--- config.mk ---
export PLATFORM = sky130hd
export DESIGN_NAME = glyph_record_indexer
export DESIGN_NICKNAME = d
export VERILOG_FILES = /design/src/hdl/glri_pkg.sv /design/src/hdl/glyph_record_indexer.sv /design/src/hdl/glri_front.sv /design/src/hdl/glri_cmd_fifo.sv /design/src/hdl/glri_back.sv
export SDC_FILE = /design/constraint.sdc
export NUM_CORES = 1
export LEC_CHECK = 0
export CAP_MARGIN = 20
export CORE_MARGIN = 2
export CORE_UTILIZATION = 65
export CTS_CLUSTER_DIAMETER = 80
export DETAILED_ROUTE_END_ITERATION = 16
export DONT_BUFFER_PORTS = 1
export PLACE_DENSITY = 0.81
export SLEW_MARGIN = 20
export SYNTH_ARGS = -nofsm -noshare
export SYNTH_HDL_FRONTEND = slang
export SYNTH_SLANG_ARGS = --single-unit
--- constraint.sdc ---
create_clock -name aclk -period 16.7 [get_ports aclk]
set_clock_uncertainty 0.1 [all_clocks]
set_input_delay 0 -clock aclk [delete_from_list [all_inputs] [get_ports aclk]]
set_output_delay 0 -clock aclk [all_outputs]
set_load 0.1 [all_outputs]
--- src/hdl/glri_pkg.sv ---
// Package for the glyph record indexer: result and error codes, limits and
// the command word that the parser hands to the result sequencer.
// No dependencies.
`timescale 1ns / 1ps

package glri_pkg;

    localparam int OFFSET_BITS_DEF = 20;
    localparam int MAX_WIDTH_DEF   = 64;

    localparam int CODE_W   = 21;
    localparam int OFFS_W   = 20;
    localparam int CMD_DEPTH = 4;

    localparam logic [23:0] CODE_LIMIT = 24'h110000;

    // Positions of the result slots in a command, in emission order.
    localparam int ITEM_CLOSE = 0;
    localparam int ITEM_GLYPH = 1;
    localparam int ITEM_FINAL = 2;
    localparam int ITEM_TAIL  = 3;
    localparam int ITEM_N     = 4;

    typedef enum logic [1:0] {
        KIND_GLYPH = 2'd0,
        KIND_RANGE = 2'd1,
        KIND_TERM  = 2'd2,
        KIND_ERROR = 2'd3
    } kind_t;

    typedef enum logic [1:0] {
        ERR_PREMATURE = 2'd0,
        ERR_CODE      = 2'd1,
        ERR_WIDTH     = 2'd2,
        ERR_ORDER     = 2'd3
    } err_t;

    // All results caused by one input byte. The tail slot is either the
    // terminator range or the single error result.
    typedef struct packed {
        logic [ITEM_N-1:0] items;
        logic [CODE_W-1:0] close_first;
        logic [CODE_W-1:0] close_last;
        logic [OFFS_W-1:0] glyph_offset;
        logic [CODE_W-1:0] final_first;
        logic [CODE_W-1:0] final_last;
        logic              tail_error;
        err_t              err_code;
    } cmd_t;

endpackage

--- src/hdl/glyph_record_indexer.sv ---
// Glyph record indexer top level: byte parser, command queue and result
// sequencer. Depends on glri_pkg, glri_front, glri_cmd_fifo and glri_back.
//
// Usage: table bytes enter on the s_ stream, one word per byte, with s_tlast
// on the final byte of a table. Each byte that causes results yields one to
// four result words on the m_ stream: glyph offsets, closed code point
// ranges, the terminator range and at most one error per table. m_tlast marks
// the last result word caused by one byte; m_tuser carries the result kind.
// The first result of a byte passes the queue entry and the output register.
// Throughput: one byte per cycle as long as the four-entry command queue has
// room; the sequencer drains one result word per cycle while m_tready allows,
// so a byte with several results holds the queue head until its last is loaded.
// After an error the rest of the table is consumed without results up to its
// last byte, and the next byte starts a new table.
// Reset (aresetn low at a clock edge) clears the parser state, empties the
// queue and drops m_tvalid. When the receiver holds m_tready low the output
// word is held, the queue fills behind it and s_tready then goes low.
`timescale 1ns / 1ps

module glyph_record_indexer
    import glri_pkg::*;
#(
    parameter int OFFSET_BITS = OFFSET_BITS_DEF,
    parameter int MAX_WIDTH   = MAX_WIDTH_DEF
) (
    input  logic        aclk,
    input  logic        aresetn,
    input  logic        s_tvalid,
    output logic        s_tready,
    input  logic [7:0]  s_tdata,   // [7:0] data_byte
    input  logic        s_tlast,
    output logic        m_tvalid,
    input  logic        m_tready,
    // [19:0] glyph_offset, [40:20] range_first, [61:41] range_last,
    // [63:62] error_code
    output logic [63:0] m_tdata,
    output logic [1:0]  m_tuser,   // [1:0] entry_kind
    output logic        m_tlast
);

    logic push;
    cmd_t push_cmd;
    logic queue_full;
    logic pop;
    cmd_t head;
    logic queue_empty;

    glri_front #(
        .OFFSET_BITS (OFFSET_BITS),
        .MAX_WIDTH   (MAX_WIDTH)
    ) u_front (
        .aclk       (aclk),
        .aresetn    (aresetn),
        .in_valid   (s_tvalid),
        .in_data    (s_tdata),
        .in_last    (s_tlast),
        .in_ready   (s_tready),
        .queue_full (queue_full),
        .push       (push),
        .push_cmd   (push_cmd)
    );

    glri_cmd_fifo u_fifo (
        .aclk     (aclk),
        .aresetn  (aresetn),
        .push     (push),
        .push_cmd (push_cmd),
        .full     (queue_full),
        .pop      (pop),
        .head     (head),
        .empty    (queue_empty)
    );

    glri_back u_back (
        .aclk       (aclk),
        .aresetn    (aresetn),
        .head       (head),
        .head_empty (queue_empty),
        .pop        (pop),
        .out_valid  (m_tvalid),
        .out_ready  (m_tready),
        .out_data   (m_tdata),
        .out_kind   (m_tuser),
        .out_last   (m_tlast)
    );

`ifndef ASSERT_OFF
    // An error is always the only result of its byte.
    a_error_ends_run: assert property (@(posedge aclk) disable iff (!aresetn)
        (m_tvalid && m_tuser == KIND_ERROR) |-> m_tlast)
        else $error("error result without end of run");

    // Nothing follows the terminator of a table.
    a_term_ends_run: assert property (@(posedge aclk) disable iff (!aresetn)
        (m_tvalid && m_tuser == KIND_TERM) |-> m_tlast)
        else $error("terminator result without end of run");

    // A glyph word carries only its offset.
    a_glyph_clean: assert property (@(posedge aclk) disable iff (!aresetn)
        (m_tvalid && m_tuser == KIND_GLYPH) |-> (m_tdata[63:20] == '0))
        else $error("glyph result with range or error bits set");

    // A range never runs backwards.
    a_range_order: assert property (@(posedge aclk) disable iff (!aresetn)
        (m_tvalid && m_tuser == KIND_RANGE) |-> (m_tdata[40:20] <= m_tdata[61:41]))
        else $error("range result with first above last");
`endif

endmodule

--- src/hdl/glri_front.sv ---
// Record parser: walks headers and bodies byte by byte, checks each header
// and builds one command word per byte that causes results. Uses glri_pkg.
`timescale 1ns / 1ps

module glri_front
    import glri_pkg::*;
#(
    parameter int OFFSET_BITS = OFFSET_BITS_DEF,
    parameter int MAX_WIDTH   = MAX_WIDTH_DEF
) (
    input  logic       aclk,
    input  logic       aresetn,
    input  logic       in_valid,
    input  logic [7:0] in_data,
    input  logic       in_last,
    output logic       in_ready,
    input  logic       queue_full,
    output logic       push,
    output cmd_t       push_cmd
);

    localparam int BODY_W = $clog2(MAX_WIDTH * 3 + 1);

    logic [1:0]             hp_reg, hp_next;
    logic [23:0]            acc_reg, acc_next;
    logic [BODY_W-1:0]      body_reg, body_next;
    logic [OFFSET_BITS-1:0] pos_reg, pos_next;
    logic [CODE_W-1:0]      orf_reg, orf_next;
    logic [CODE_W-1:0]      prev_reg, prev_next;
    logic                   open_reg, open_next;
    logic                   failed_reg, failed_next;

    logic        fire;
    logic        err;
    err_t        ecode;
    logic [CODE_W-1:0] cp;
    logic [9:0]  triple;
    cmd_t        cmd;

    assign in_ready = !queue_full;
    assign fire     = in_valid && in_ready;
    assign cp       = acc_reg[CODE_W-1:0];
    assign triple   = {1'b0, in_data, 1'b0} + {2'b00, in_data};

    always_comb begin
        hp_next     = hp_reg;
        acc_next    = acc_reg;
        body_next   = body_reg;
        pos_next    = pos_reg;
        orf_next    = orf_reg;
        prev_next   = prev_reg;
        open_next   = open_reg;
        failed_next = failed_reg;
        err         = 1'b0;
        ecode       = ERR_PREMATURE;
        cmd         = '0;

        if (fire && !failed_reg) begin
            pos_next = pos_reg + 1'b1;

            if (body_reg != '0) begin
                body_next = body_reg - 1'b1;
            end else if (hp_reg != 2'd3) begin
                acc_next = acc_reg | (24'(in_data) << {hp_reg, 3'b000});
                hp_next  = hp_reg + 2'd1;
            end else begin
                // Width byte: the header is complete.
                hp_next  = '0;
                acc_next = '0;
                priority if (acc_reg >= CODE_LIMIT) begin
                    err   = 1'b1;
                    ecode = ERR_CODE;
                end else if (in_data > 8'(MAX_WIDTH)) begin
                    err   = 1'b1;
                    ecode = ERR_WIDTH;
                end else if (in_last && in_data != 8'd0) begin
                    err   = 1'b1;
                    ecode = ERR_PREMATURE;
                end else if (open_reg && prev_reg >= cp) begin
                    err   = 1'b1;
                    ecode = ERR_ORDER;
                end else begin
                    // A gap in the code points closes the open range.
                    if (open_reg && ({1'b0, prev_reg} + 22'd1 < {1'b0, cp})) begin
                        cmd.items[ITEM_CLOSE] = 1'b1;
                        cmd.close_first       = orf_reg;
                        cmd.close_last        = prev_reg;
                        orf_next              = cp;
                    end
                    if (!open_reg) begin
                        orf_next = cp;
                    end
                    open_next             = 1'b1;
                    prev_next             = cp;
                    cmd.items[ITEM_GLYPH] = 1'b1;
                    cmd.glyph_offset      = OFFS_W'(pos_reg);
                    body_next             = BODY_W'(triple);
                end
            end

            if (!err && in_last) begin
                if (hp_next != '0 || body_next != '0) begin
                    err   = 1'b1;
                    ecode = ERR_PREMATURE;
                end else begin
                    if (open_next) begin
                        cmd.items[ITEM_FINAL] = 1'b1;
                        cmd.final_first       = orf_next;
                        cmd.final_last        = prev_next;
                    end
                    cmd.items[ITEM_TAIL] = 1'b1;
                end
            end

            if (err) begin
                cmd                  = '0;
                cmd.items[ITEM_TAIL] = 1'b1;
                cmd.tail_error       = 1'b1;
                cmd.err_code         = ecode;
                failed_next          = 1'b1;
            end
        end

        // The last byte of a stream always starts the next one from scratch.
        if (fire && in_last) begin
            hp_next     = '0;
            acc_next    = '0;
            body_next   = '0;
            pos_next    = '0;
            orf_next    = '0;
            prev_next   = '0;
            open_next   = 1'b0;
            failed_next = 1'b0;
        end
    end

    assign push     = fire && (cmd.items != '0);
    assign push_cmd = cmd;

    always_ff @(posedge aclk) begin
        if (!aresetn) begin
            hp_reg     <= '0;
            acc_reg    <= '0;
            body_reg   <= '0;
            pos_reg    <= '0;
            orf_reg    <= '0;
            prev_reg   <= '0;
            open_reg   <= 1'b0;
            failed_reg <= 1'b0;
        end else begin
            hp_reg     <= hp_next;
            acc_reg    <= acc_next;
            body_reg   <= body_next;
            pos_reg    <= pos_next;
            orf_reg    <= orf_next;
            prev_reg   <= prev_next;
            open_reg   <= open_next;
            failed_reg <= failed_next;
        end
    end

endmodule

--- src/hdl/glri_cmd_fifo.sv ---
// Short command queue between the parser and the result sequencer.
// Register based, depth from glri_pkg::CMD_DEPTH (a power of two).
`timescale 1ns / 1ps

module glri_cmd_fifo
    import glri_pkg::*;
(
    input  logic aclk,
    input  logic aresetn,
    input  logic push,
    input  cmd_t push_cmd,
    output logic full,
    input  logic pop,
    output cmd_t head,
    output logic empty
);

    localparam int PTR_W = $clog2(CMD_DEPTH);
    localparam int CNT_W = $clog2(CMD_DEPTH + 1);

    cmd_t             mem_reg [CMD_DEPTH];
    logic [PTR_W-1:0] wr_reg, wr_next;
    logic [PTR_W-1:0] rd_reg, rd_next;
    logic [CNT_W-1:0] cnt_reg, cnt_next;
    logic             do_push;
    logic             do_pop;

    assign full    = (cnt_reg == CNT_W'(CMD_DEPTH));
    assign empty   = (cnt_reg == '0);
    assign do_push = push && !full;
    assign do_pop  = pop && !empty;
    assign head    = mem_reg[rd_reg];

    always_comb begin
        wr_next  = do_push ? wr_reg + 1'b1 : wr_reg;
        rd_next  = do_pop ? rd_reg + 1'b1 : rd_reg;
        cnt_next = cnt_reg + CNT_W'(do_push) - CNT_W'(do_pop);
    end

    always_ff @(posedge aclk) begin
        if (!aresetn) begin
            wr_reg  <= '0;
            rd_reg  <= '0;
            cnt_reg <= '0;
        end else begin
            wr_reg  <= wr_next;
            rd_reg  <= rd_next;
            cnt_reg <= cnt_next;
        end
    end

    always_ff @(posedge aclk) begin
        if (do_push) begin
            mem_reg[wr_reg] <= push_cmd;
        end
    end

endmodule

--- src/hdl/glri_back.sv ---
// Result sequencer: takes the queue head command apart into its results, one
// word per cycle unless out_ready stalls, into the output register. Uses glri_pkg.
`timescale 1ns / 1ps

module glri_back
    import glri_pkg::*;
(
    input  logic        aclk,
    input  logic        aresetn,
    input  cmd_t        head,
    input  logic        head_empty,
    output logic        pop,
    output logic        out_valid,
    input  logic        out_ready,
    output logic [63:0] out_data,
    output logic [1:0]  out_kind,
    output logic        out_last
);

    logic [ITEM_N-1:0] done_reg, done_next;
    logic [ITEM_N-1:0] pending;
    logic [ITEM_N-1:0] sel;
    logic              final_item;
    logic              load;

    logic              valid_reg, valid_next;
    kind_t             kind_reg, kind_next;
    logic [OFFS_W-1:0] offs_reg, offs_next;
    logic [CODE_W-1:0] first_reg, first_next;
    logic [CODE_W-1:0] lastcp_reg, lastcp_next;
    err_t              err_reg, err_next;
    logic              eor_reg, eor_next;

    assign pending    = head.items & ~done_reg;
    assign sel        = pending & (~pending + 1'b1);
    assign final_item = (pending & ~sel) == '0;
    assign load       = !head_empty && (!valid_reg || out_ready);
    assign pop        = load && final_item;

    always_comb begin
        done_next   = done_reg;
        valid_next  = valid_reg && !out_ready;
        kind_next   = kind_reg;
        offs_next   = offs_reg;
        first_next  = first_reg;
        lastcp_next = lastcp_reg;
        err_next    = err_reg;
        eor_next    = eor_reg;

        if (load) begin
            valid_next  = 1'b1;
            eor_next    = final_item;
            offs_next   = '0;
            first_next  = '0;
            lastcp_next = '0;
            err_next    = ERR_PREMATURE;
            done_next   = final_item ? '0 : (done_reg | sel);
            priority if (sel[ITEM_CLOSE]) begin
                kind_next   = KIND_RANGE;
                first_next  = head.close_first;
                lastcp_next = head.close_last;
            end else if (sel[ITEM_GLYPH]) begin
                kind_next = KIND_GLYPH;
                offs_next = head.glyph_offset;
            end else if (sel[ITEM_FINAL]) begin
                kind_next   = KIND_RANGE;
                first_next  = head.final_first;
                lastcp_next = head.final_last;
            end else if (head.tail_error) begin
                kind_next = KIND_ERROR;
                err_next  = head.err_code;
            end else begin
                kind_next = KIND_TERM;
            end
        end
    end

    always_ff @(posedge aclk) begin
        if (!aresetn) begin
            valid_reg <= 1'b0;
            done_reg  <= '0;
        end else begin
            valid_reg <= valid_next;
            done_reg  <= done_next;
        end
    end

    always_ff @(posedge aclk) begin
        kind_reg   <= kind_next;
        offs_reg   <= offs_next;
        first_reg  <= first_next;
        lastcp_reg <= lastcp_next;
        err_reg    <= err_next;
        eor_reg    <= eor_next;
    end

    assign out_valid = valid_reg;
    assign out_data  = {err_reg, lastcp_reg, first_reg, offs_reg};
    assign out_kind  = kind_reg;
    assign out_last  = eor_reg;

endmodule
==> summary.md, run 1 <==
| Metric | Value |
|---|---|
| Max Root-Sink Buffers | 3 |
| CP Cell Sequence | buf_4 > mux4_2 > nand2b_1 > nand2_1 > o22ai_1 > nand2_1 > inv_1 > ha_1 > inv_1 > ha_1 > inv_1 > fa_1 > xnor2_1 > xnor2_1 > and2_1 |
| Setup_tns | 0 ns |
| Failing checks | hold timing |
| Cts hold-fix bufs | 13 |
| Sequential share of the synthesized area | 0.663 |
| Compound-cell area share of the yosys netlist | 0.0559 |
| Clk Latency, worst-skew pair | between 0.6 and 0.7 ns |
| Initial Util | 0.654 |
| HP Start | aresetn |
| Die height | slightly above 200 um |
| Crit-path max FO | 43 |
| Gp weighted congestion | 0.957 |
| Mapped Avg Cell Area | around 15 um2 |
| Final ANT Viol Nets | 0 |
| Util after Layout | 0.716 |
| Worst-path clk slew | ~0.060 ns |
| Crit Reg-Reg Endpoint | u_fifo.cnt_reg[2] |
| Post-synth EDFFs | 511 |
| Final Critical Period | between 4 and 5 ns |
| I/O Buffers | 0 |
| Largest net degree at the start of global routing | 75 |
| Post-layout nets | about 1900 |
| Overflow left after global routing | 0 |
| Total core area | slightly above 0.04 mm2 |
| Final slew viol count | 0 |
| Max-cap viol count | 0 |
| WHS Endpoint | u_front.body_reg[5] |
| Delay of the slowest cell on the worst path | approximately 0.75 ns |
| Number of placed I/O pins | around 80 |
| Root Buffer | clkbuf_16 |
| Status | finished with violations |
| Leak | 0.00951 uW |
| Simple-Gate Fraction of Synth Area | 0.108 |
| Final setup viols | 0 |
| Via/cell ratio | 6.60 |
| CP Launch Type | flop |
| Clk sinks | 623 |
| Post-Place Cell Area | approximately 0.027 mm2 |
| Synth Area in XOR/XNOR | 0.0152 |
| CTS resizes | 0 |
| Wire per inst | 24.8 um |
| Fmax | 0.202 GHz |
| Cell Area, Synth | 0.0265 mm2 |
| Worst reg-to-reg path cell count | 15 |
| First-pass GRT wire length | 90900 um |
| CP top delay family | simple AND/OR/NAND/NOR gates |
| Initial antenna violation count | 0 |
| WS Path Type | flop to flop |
| Post-route cell area | between 0.02 and 0.03 mm2 |
| N_diodes | 0 |
| WP buf/inv | 4 |
| Synthesized-area fraction occupied by adder cells | 0.0316 |
| VDD IR max | around 0.13 mV |
| First-iteration detailed-routing DRC count | roughly 1600 |
| Crit path required time | 17.12 ns |
| Num CTS Buffers | 59 |
| Drc violations | 0 |
| Total Die Area | 0.0424 mm2 |
| RSZ-0062 raised after global routing | no |
| Routed wire length | 58600 um |
| Hold Crit Class | input pin to flop |
| Critical-path top delay cell | buf_4 |
| Slew @ Worst Pin | ~1.1 ns |
| Worst path arrival time | around 5.4 ns |
| HPWL Detailed | 33600 um |
| Syn nets | 1862 |
| Max-slew headroom | 0.263 |
| Yosys cell types | 65 |
| GRT Total Usage | 0.285 |
| Width of the chip | between 200 and 250 um |
| Largest family of logic cells by synthesized area | simple AND/OR/NAND/NOR gates |
| Number of global-route vias before repair | between 15000 and 20000 |
| Hold slack | -0.00238 ns |
| Ratio of cells with drive above 1 in the final layout | 0.171 |
| Max reg flops | 444 |
| Power Dens Cells | 172 mW/mm2 |
| Number of synthesized register bits | approximately 620 |
| Crit share post-route | 0.296 |
| First drt pass iteration count | 5 |
| Most common cell after layout, fill and taps aside | edfxtp_1 |
| Multiplexer share of the synthesized area | 0.103 |
| Hold Path Cell Cnt | 2 |
| Synth Instances | 1784 |
| Syn. warnings | 0 |
| Row count | between 70 and 80 |
| Reg-to-reg slack, setup | ~12 ns |
| Vias | around 16000 |
| Top_reg_cell synth | edfxtp_1 |
| Setup crit end kind | flop |
| Async SR Flop Fraction | 0 |
| Post-CTS Setup Bufs | 0 |
| CTS tree | done |
| Layout Area Growth over Synthesis | 9.41% |
| Most used cell, CP | inv_1 |
| Fin. Hold Viols | 1 |
| Most frequent cells in the layout | edfxtp_1 (511), nand2_1 (185), a21oi_1 (120) |
| CTS H-tree lvls | 2 |
[synth_stat cells, types with 3 or more instances]
library cell | n | area share
edfxtp_1 | 511 | 0.58
nand2_1 | 186 | 0.026
a21oi_1 | 121 | 0.023
dfxtp_1 | 112 | 0.085
mux4_2 | 111 | 0.094
nor2_1 | 95 | 0.013
clkbuf_1 | 77 | 0.011
nand3_1 | 65 | 0.012
ha_1 | 63 | 0.030
inv_1 | 45 | 0.0064
nor3_2 | 43 | 0.016
a22o_1 | 42 | 0.014
and3_1 | 34 | 0.0080
xnor2_1 | 25 | 0.0083
mux2i_1 | 24 | 0.0091
xor2_1 | 21 | 0.0069
nor3b_2 | 18 | 0.0085
o21ai_0 | 18 | 0.0034
and2_1 | 16 | 0.0038
nand4_1 | 13 | 0.0031
nor3_1 | 13 | 0.0025
nor2b_1 | 11 | 0.0026
buf_1 | 10 | 0.0014
buf_2 | 10 | 0.0019
and4_1 | 8 | 0.0026
a21o_1 | 7 | 0.0020
buf_6 | 6 | 0.0025
nor3b_1 | 6 | 0.0017
or3_1 | 6 | 0.0014
nand2b_1 | 5 | 0.0012
o211ai_1 | 5 | 0.0014
o22ai_1 | 4 | 0.00094
or2_2 | 4 | 0.00094
a211o_1 | 3 | 0.00099
a21boi_0 | 3 | 0.00085
a31oi_1 | 3 | 0.00071
o21ai_1 | 3 | 0.00057
o31ai_1 | 3 | 0.00085
[stage by stage]
stage | power, uW | hold slack, ns | instances | setup WS, ns
2_1_floorplan | 3420 | 0.0376 | 1784 | 10.39
3_3_place_gp | 3690 | 0.0250 | 2233 | 11.85
3_5_place_dp | 3710 | 0.0277 | 2233 | 11.84
4_1_cts | 5010 | 0.00491 | 2357 | 11.71
5_1_grt | 5170 | 0.0370 | 2358 | 11.33
6_report | 5010 | -0.00238 | 2358 | 11.75
[metal layers]
layer	track usage	wire, um
met1	0.384	22900
met2	0.474	29200
met3	0.0495	4810
met4	0.104	1670
met5	0	0
[power breakdown]
group	total, uW	switching, uW	internal (uW)
logic	1090	686	403
registers	2620	728	1900
clock network	1290	565	727
[area by class of cell]
class	instances	area (um2)
clock inverter	29	214
fill	2458	11500
tap	532	666
inverter	45	169
sequential	623	17600
timing repair buffer	35	308
clock buffer	82	1660
multi-input combinational	1012	8410
[worst max-delay path by stage]
stage,to,cells past startpoint,slack (ns)
floorplan,u_fifo.cnt_reg[2],11,10.39
global placement,u_fifo.cnt_reg[2],15,11.85
detailed placement,u_fifo.cnt_reg[2],15,11.84
CTS,u_fifo.cnt_reg[2],15,11.71
global route,u_fifo.cnt_reg[2],15,11.33
finish,u_fifo.cnt_reg[2],15,11.75
[cells by family (layout without fill, tap and decap cells)]
group | Yosys count | count (layout)
xor gates and xnor gates | 46 | 46
adders and majority gates | 66 | 66
and+or+nand+nor | 531 | 531
buffers and inverters | 149 | 191
AOI/OAI and AO/OA | 234 | 234
muxes | 135 | 135
DFF | 623 | 623
No activity file was read; power rests on OpenSTA's default activity.
==> run 2: changes to the inputs <==
Settings changed: ABC_AREA set to 1, CORE_UTILIZATION 65 to 57, PLACE_DENSITY 0.81 to 0.75.
Clock period 16.7 ns to 4.5 ns, I/O delays scaled along.
==> run 2 against run 1 <==
The run ends with DRC left. First-iteration DRC count increased by 29%. Count of clock-buffer cells in the layout grew 4. Power grew to 3.7 times the previous value. Routed wire length is 11% higher. Synthesized area up 1.9%. Sequential share of layout area is 2.2 points lower. Combinational power rose to 3.7 times the previous value. Flip-flop and latch count unchanged. Hold slack better by 0.049 ns. Final cell count rose by 32%. Critical path depth up 7. Via count grew 19%.
==> summary.md, run 2 <==
| Metric | Value |
|---|---|
| N_diodes | 0 (unchanged) |
| Leak | 0.0112 uW (was 0.00951 uW) |
| Gp weighted congestion | 0.934 (was 0.957) |
| Final setup viols | 0 (unchanged) |
| Syn nets | 2538 (was 1862) |
| Max-cap viol count | 0 (unchanged) |
| Clk sinks | 623 (unchanged) |
| Top post-synthesis cells by area | edfxtp_1 (57%), dfxtp_1 (8.3%), o21ai_0 (5.8%), nor2_1 (5.6%), nand2_1 (3.2%) (was edfxtp_1 (58%), mux4_2 (9.4%), dfxtp_1 (8.5%), ha_1 (3.0%), nand2_1 (2.6%)) |
| Number of synthesized register bits | 623 (unchanged) |
| Comb pwr share | 0.216 (was 0.218) |
| First-pass GRT wire length | 99300 um (was 90900 um) |
| Yosys cell types | 48 (was 65) |
| Crit path required time | 4.73 ns (was 17.12 ns) |
| Post-Place Cell Area | 0.0280 mm2 (was 0.0270 mm2) |
| Status | finished with violations (unchanged) |
| Seq pwr share | 0.521 (was 0.524) |
| Clock Power Share | 0.262 (was 0.258) |
| Fin. Hold Viols | 0 (was 1) |
| CP Launch Type | flop (unchanged) |
| Finished Layout Cells | 3117 (was 2358) |
| Via/cell ratio | 5.95 (was 6.60) |
| Util after Layout | 0.646 (was 0.716) |
| First drt pass iteration count | 13 (was 5) |
| CTS H-tree lvls | 2 (unchanged) |
| Async SR Flop Fraction | 0 (unchanged) |
| Failing checks | DRC (was hold timing) |
| Most numerous cell in the Yosys netlist | edfxtp_1 (unchanged) |
| Post-synth top cells | edfxtp_1 (511), nor2_1 (400), o21ai_0 (311) (was edfxtp_1 (511), nand2_1 (186), a21oi_1 (121)) |
| Post-synth EDFFs | 511 (unchanged) |
| Setup crit end kind | flop (unchanged) |
| GRT Total Usage | 0.260 (was 0.285) |
| Ratio of cells with drive above 1 in the final layout | 0.106 (was 0.171) |
| Sequential share of the synthesized area | 0.650 (was 0.663) |
| Syn. warnings | 0 (unchanged) |
| WS Path Type | flop to flop (unchanged) |
| Overflow left after global routing | 0 (unchanged) |
| Synth area leader | edfxtp_1 (unchanged) |
| Top_reg_cell synth | edfxtp_1 (unchanged) |
| Critical Path Sink | u_fifo.mem_reg[2][30] (was u_fifo.cnt_reg[2]) |
| Post-route cell area | 0.0302 mm2 (was 0.0290 mm2) |
| Compound-cell area share of the yosys netlist | 0.127 (was 0.0559) |
| Total Die Area | 0.0492 mm2 (was 0.0424 mm2) |
| Root Buffer | clkbuf_16 (unchanged) |
| Largest family of logic cells by synthesized area | simple AND/OR/NAND/NOR gates (unchanged) |
| Number of placed I/O pins | 82 (unchanged) |
| Reg2reg start | u_front.prev_reg[1] |
| Routed wire length | 65000 um (was 58600 um) |
| CTS tree | done (unchanged) |
| Largest net degree at the start of global routing | 110 (was 75) |
| Hold Crit Class | input pin to flop (unchanged) |
| Total core area | 0.0467 mm2 (was 0.0406 mm2) |
| Post-layout nets | 2538 (was 1854) |
| Layout Area Growth over Synthesis | 11.5% (was 9.41%) |
| Crit Reg-Reg Endpoint | u_fifo.mem_reg[2][30] (was u_fifo.cnt_reg[2]) |
| Psw | 7560 uW (was 1980 uW) |
| Initial antenna violation count | 3 (was 0) |
| Worst-path clk slew | 0.07 ns (was 0.06 ns) |
| Simple-Gate Fraction of Synth Area | 0.132 (was 0.108) |
| HPWL Detailed | 38600 um (was 33600 um) |
| Final slew viol count | 0 (unchanged) |
| Final Critical Period | 4.19 ns (was 4.95 ns) |
| Synth Area in XOR/XNOR | 0.00810 (was 0.0152) |
| Die height | 222 um (was 206 um) |
| Width of the chip | 222 um (was 206 um) |
| Switch share | 0.408 (was 0.395) |
| Crit share post-route | 0.931 (was 0.296) |
| Power Dens Cells | 614 mW/mm2 (was 172 mW/mm2) |
| Max Root-Sink Buffers | 3 (unchanged) |
| Synth Instances | 2460 (was 1784) |
| Synthesized-area fraction occupied by adder cells | 0.0306 (was 0.0316) |
| Crit-path max FO | 21 (was 43) |
| Cell Area, Synth | 0.0270 mm2 (was 0.0265 mm2) |
| Worst setup path start | u_front.prev_reg[1] |
| I/O Buffers | 0 (unchanged) |
| Max-slew headroom | 0.273 (was 0.263) |
| Drc violations | 1 (was 0) |
| Num CTS Buffers | 61 (was 59) |
| Fmax | 0.239 GHz (was 0.202 GHz) |
| Max reg flops | 444 (unchanged) |
| P_int | 10900 uW (was 3030 uW) |
| Number of global-route vias before repair | 18000 (was 15800) |
| Wire per inst | 20.9 um (was 24.8 um) |
| Clk Latency, worst-skew pair | 0.62 ns (about the same) |
| Row count | 79 (was 74) |
| Vias | 18500 (was 15600) |
| Cell Count Post-Placement | 2987 (was 2233) |
| Mapped Avg Cell Area | 11.0 um2 (was 14.9 um2) |
| Slew @ Worst Pin | 1.09 ns (was 1.11 ns) |
| Final ANT Viol Nets | 0 (unchanged) |
| Worst reg-to-reg path cell count | 22 (was 15) |
| Most common cell after layout, fill and taps aside | edfxtp_1 (unchanged) |
| Reg-to-reg slack, setup | 0.31 ns (was 11.75 ns) |
| VDD IR max | 0.519 mV (was 0.126 mV) |
| Multiplexer share of the synthesized area | 0 (was 0.103) |
| First-iteration detailed-routing DRC count | 2110 (was 1631) |
| Initial Util | 0.580 (was 0.654) |
| Most frequent cells in the layout | edfxtp_1 (511), nor2_1 (397), o21ai_0 (311) (was edfxtp_1 (511), nand2_1 (185), a21oi_1 (120)) |
| Worst path arrival time | 4.43 ns (was 5.37 ns) |
| Post-synth top area share | 0.568 (was 0.578) |
==> run 2: cell count changes in the layout (fill, tap and decap cells not counted), sizes merged, moves of 34 or more <==
cell,change
a22o,-42
a32o,+42
and3,-34
buf,+34
inv,+172
mux4,-111
nand2,+54
nor2,+351
nor3,-34
o21ai,+293
o22ai,+83
==> run 2: cells by family after synthesis <==
group | Yosys count
buffers and inverters | 356
DFF | 623
AOI/OAI and AO/OA | 608
adders and majority gates | 65
xor gates and xnor gates | 25
and+or+nand+nor | 783
==> run 2: stage by stage <==
stage                     TNS (ns)  total power (uW)  setup slack [ns]  hold slack (ns)
final                            0             18500             0.309           0.0462
after global routing       -0.0804             19200           -0.0204            0.109
after CTS                        0             18500             0.298           0.0195
after detailed placement         0             13700             0.353          0.00388
after global placement           0             13500             0.442          0.00209
after floorplan              -9.72             12400           -0.0292           0.0740
==> run 2: critical path: stages, from the launching register on <==
cell       delay (ns)
dfxtp_1          0.40
inv_1            0.13
nor3_2           0.22
inv_1            0.07
nor3_2           0.16
nand4_1          0.18
nor2_2           0.18
xor2_1           0.19
inv_1            0.07
ha_1             0.29
nand2_1          0.12
nor2_1           0.06
a211oi_1         0.29
o211ai_1         0.18
a21oi_1          0.15
o21ai_0          0.10
nand2_1          0.08
nand2_1          0.05
nand2_1          0.07
nand2_2          0.13
clkbuf_16        0.25
o21ai_0          0.27
nor2_1           0.15
==> run 2: routing by layer <==
metal,global-route usage,wire length (um),up-vias
li1,-,-,8640
met1,0.353,27000,9006
met2,0.420,31100,765
met3,0.0498,5200,132
met4,0.0948,1680,4
met5,0,26,-
==> run 2: what timing repair did <==
item	4_1_cts	5_1_grt
hold buffers	14	0
hold endpoints to repair	99	0
gates resized for setup	0	7
endpoints found under the setup margin	0	253
buffers inserted	0	1
==> run 2: worst min-delay path by stage <==
stage | endpoint | slack, ns | cells after the start | from
floorplan | u_back.out_valid | 0.07 | 3 | m_tready
global placement | u_back.out_valid | 0.002 | 2 | aresetn
detailed placement | u_back.out_valid | 0.004 | 2 | aresetn
CTS | u_front.body_reg[7] | 0.02 | 8 | s_tdata[5]
global route | u_front.body_reg[4] | 0.11 | 7 | s_tdata[1]
finish | u_front.body_reg[4] | 0.05 | 7 | s_tdata[1]
==> run 2: layout make-up <==
cell class,count,area [um2]
Fill cell,3424,16500
Inverter,222,841
Clock buffer,86,1700
Timing Repair Buffer,71,781
Sequential cell,623,17600
Tap cell,607,759
Clock inverter,27,205
Multi-Input combinational cell,1481,8270
==> run 2: power by group through the flow <==
stage | Sequential (uW) | Combinational (uW) | Clock, uW
floorplan | 9700 | 2710 | 0
global placement | 9750 | 3800 | 0
detailed placement | 9770 | 3920 | 0
CTS | 9660 | 3970 | 4910
global route | 9690 | 4370 | 5140
finish | 9650 | 4000 | 4860
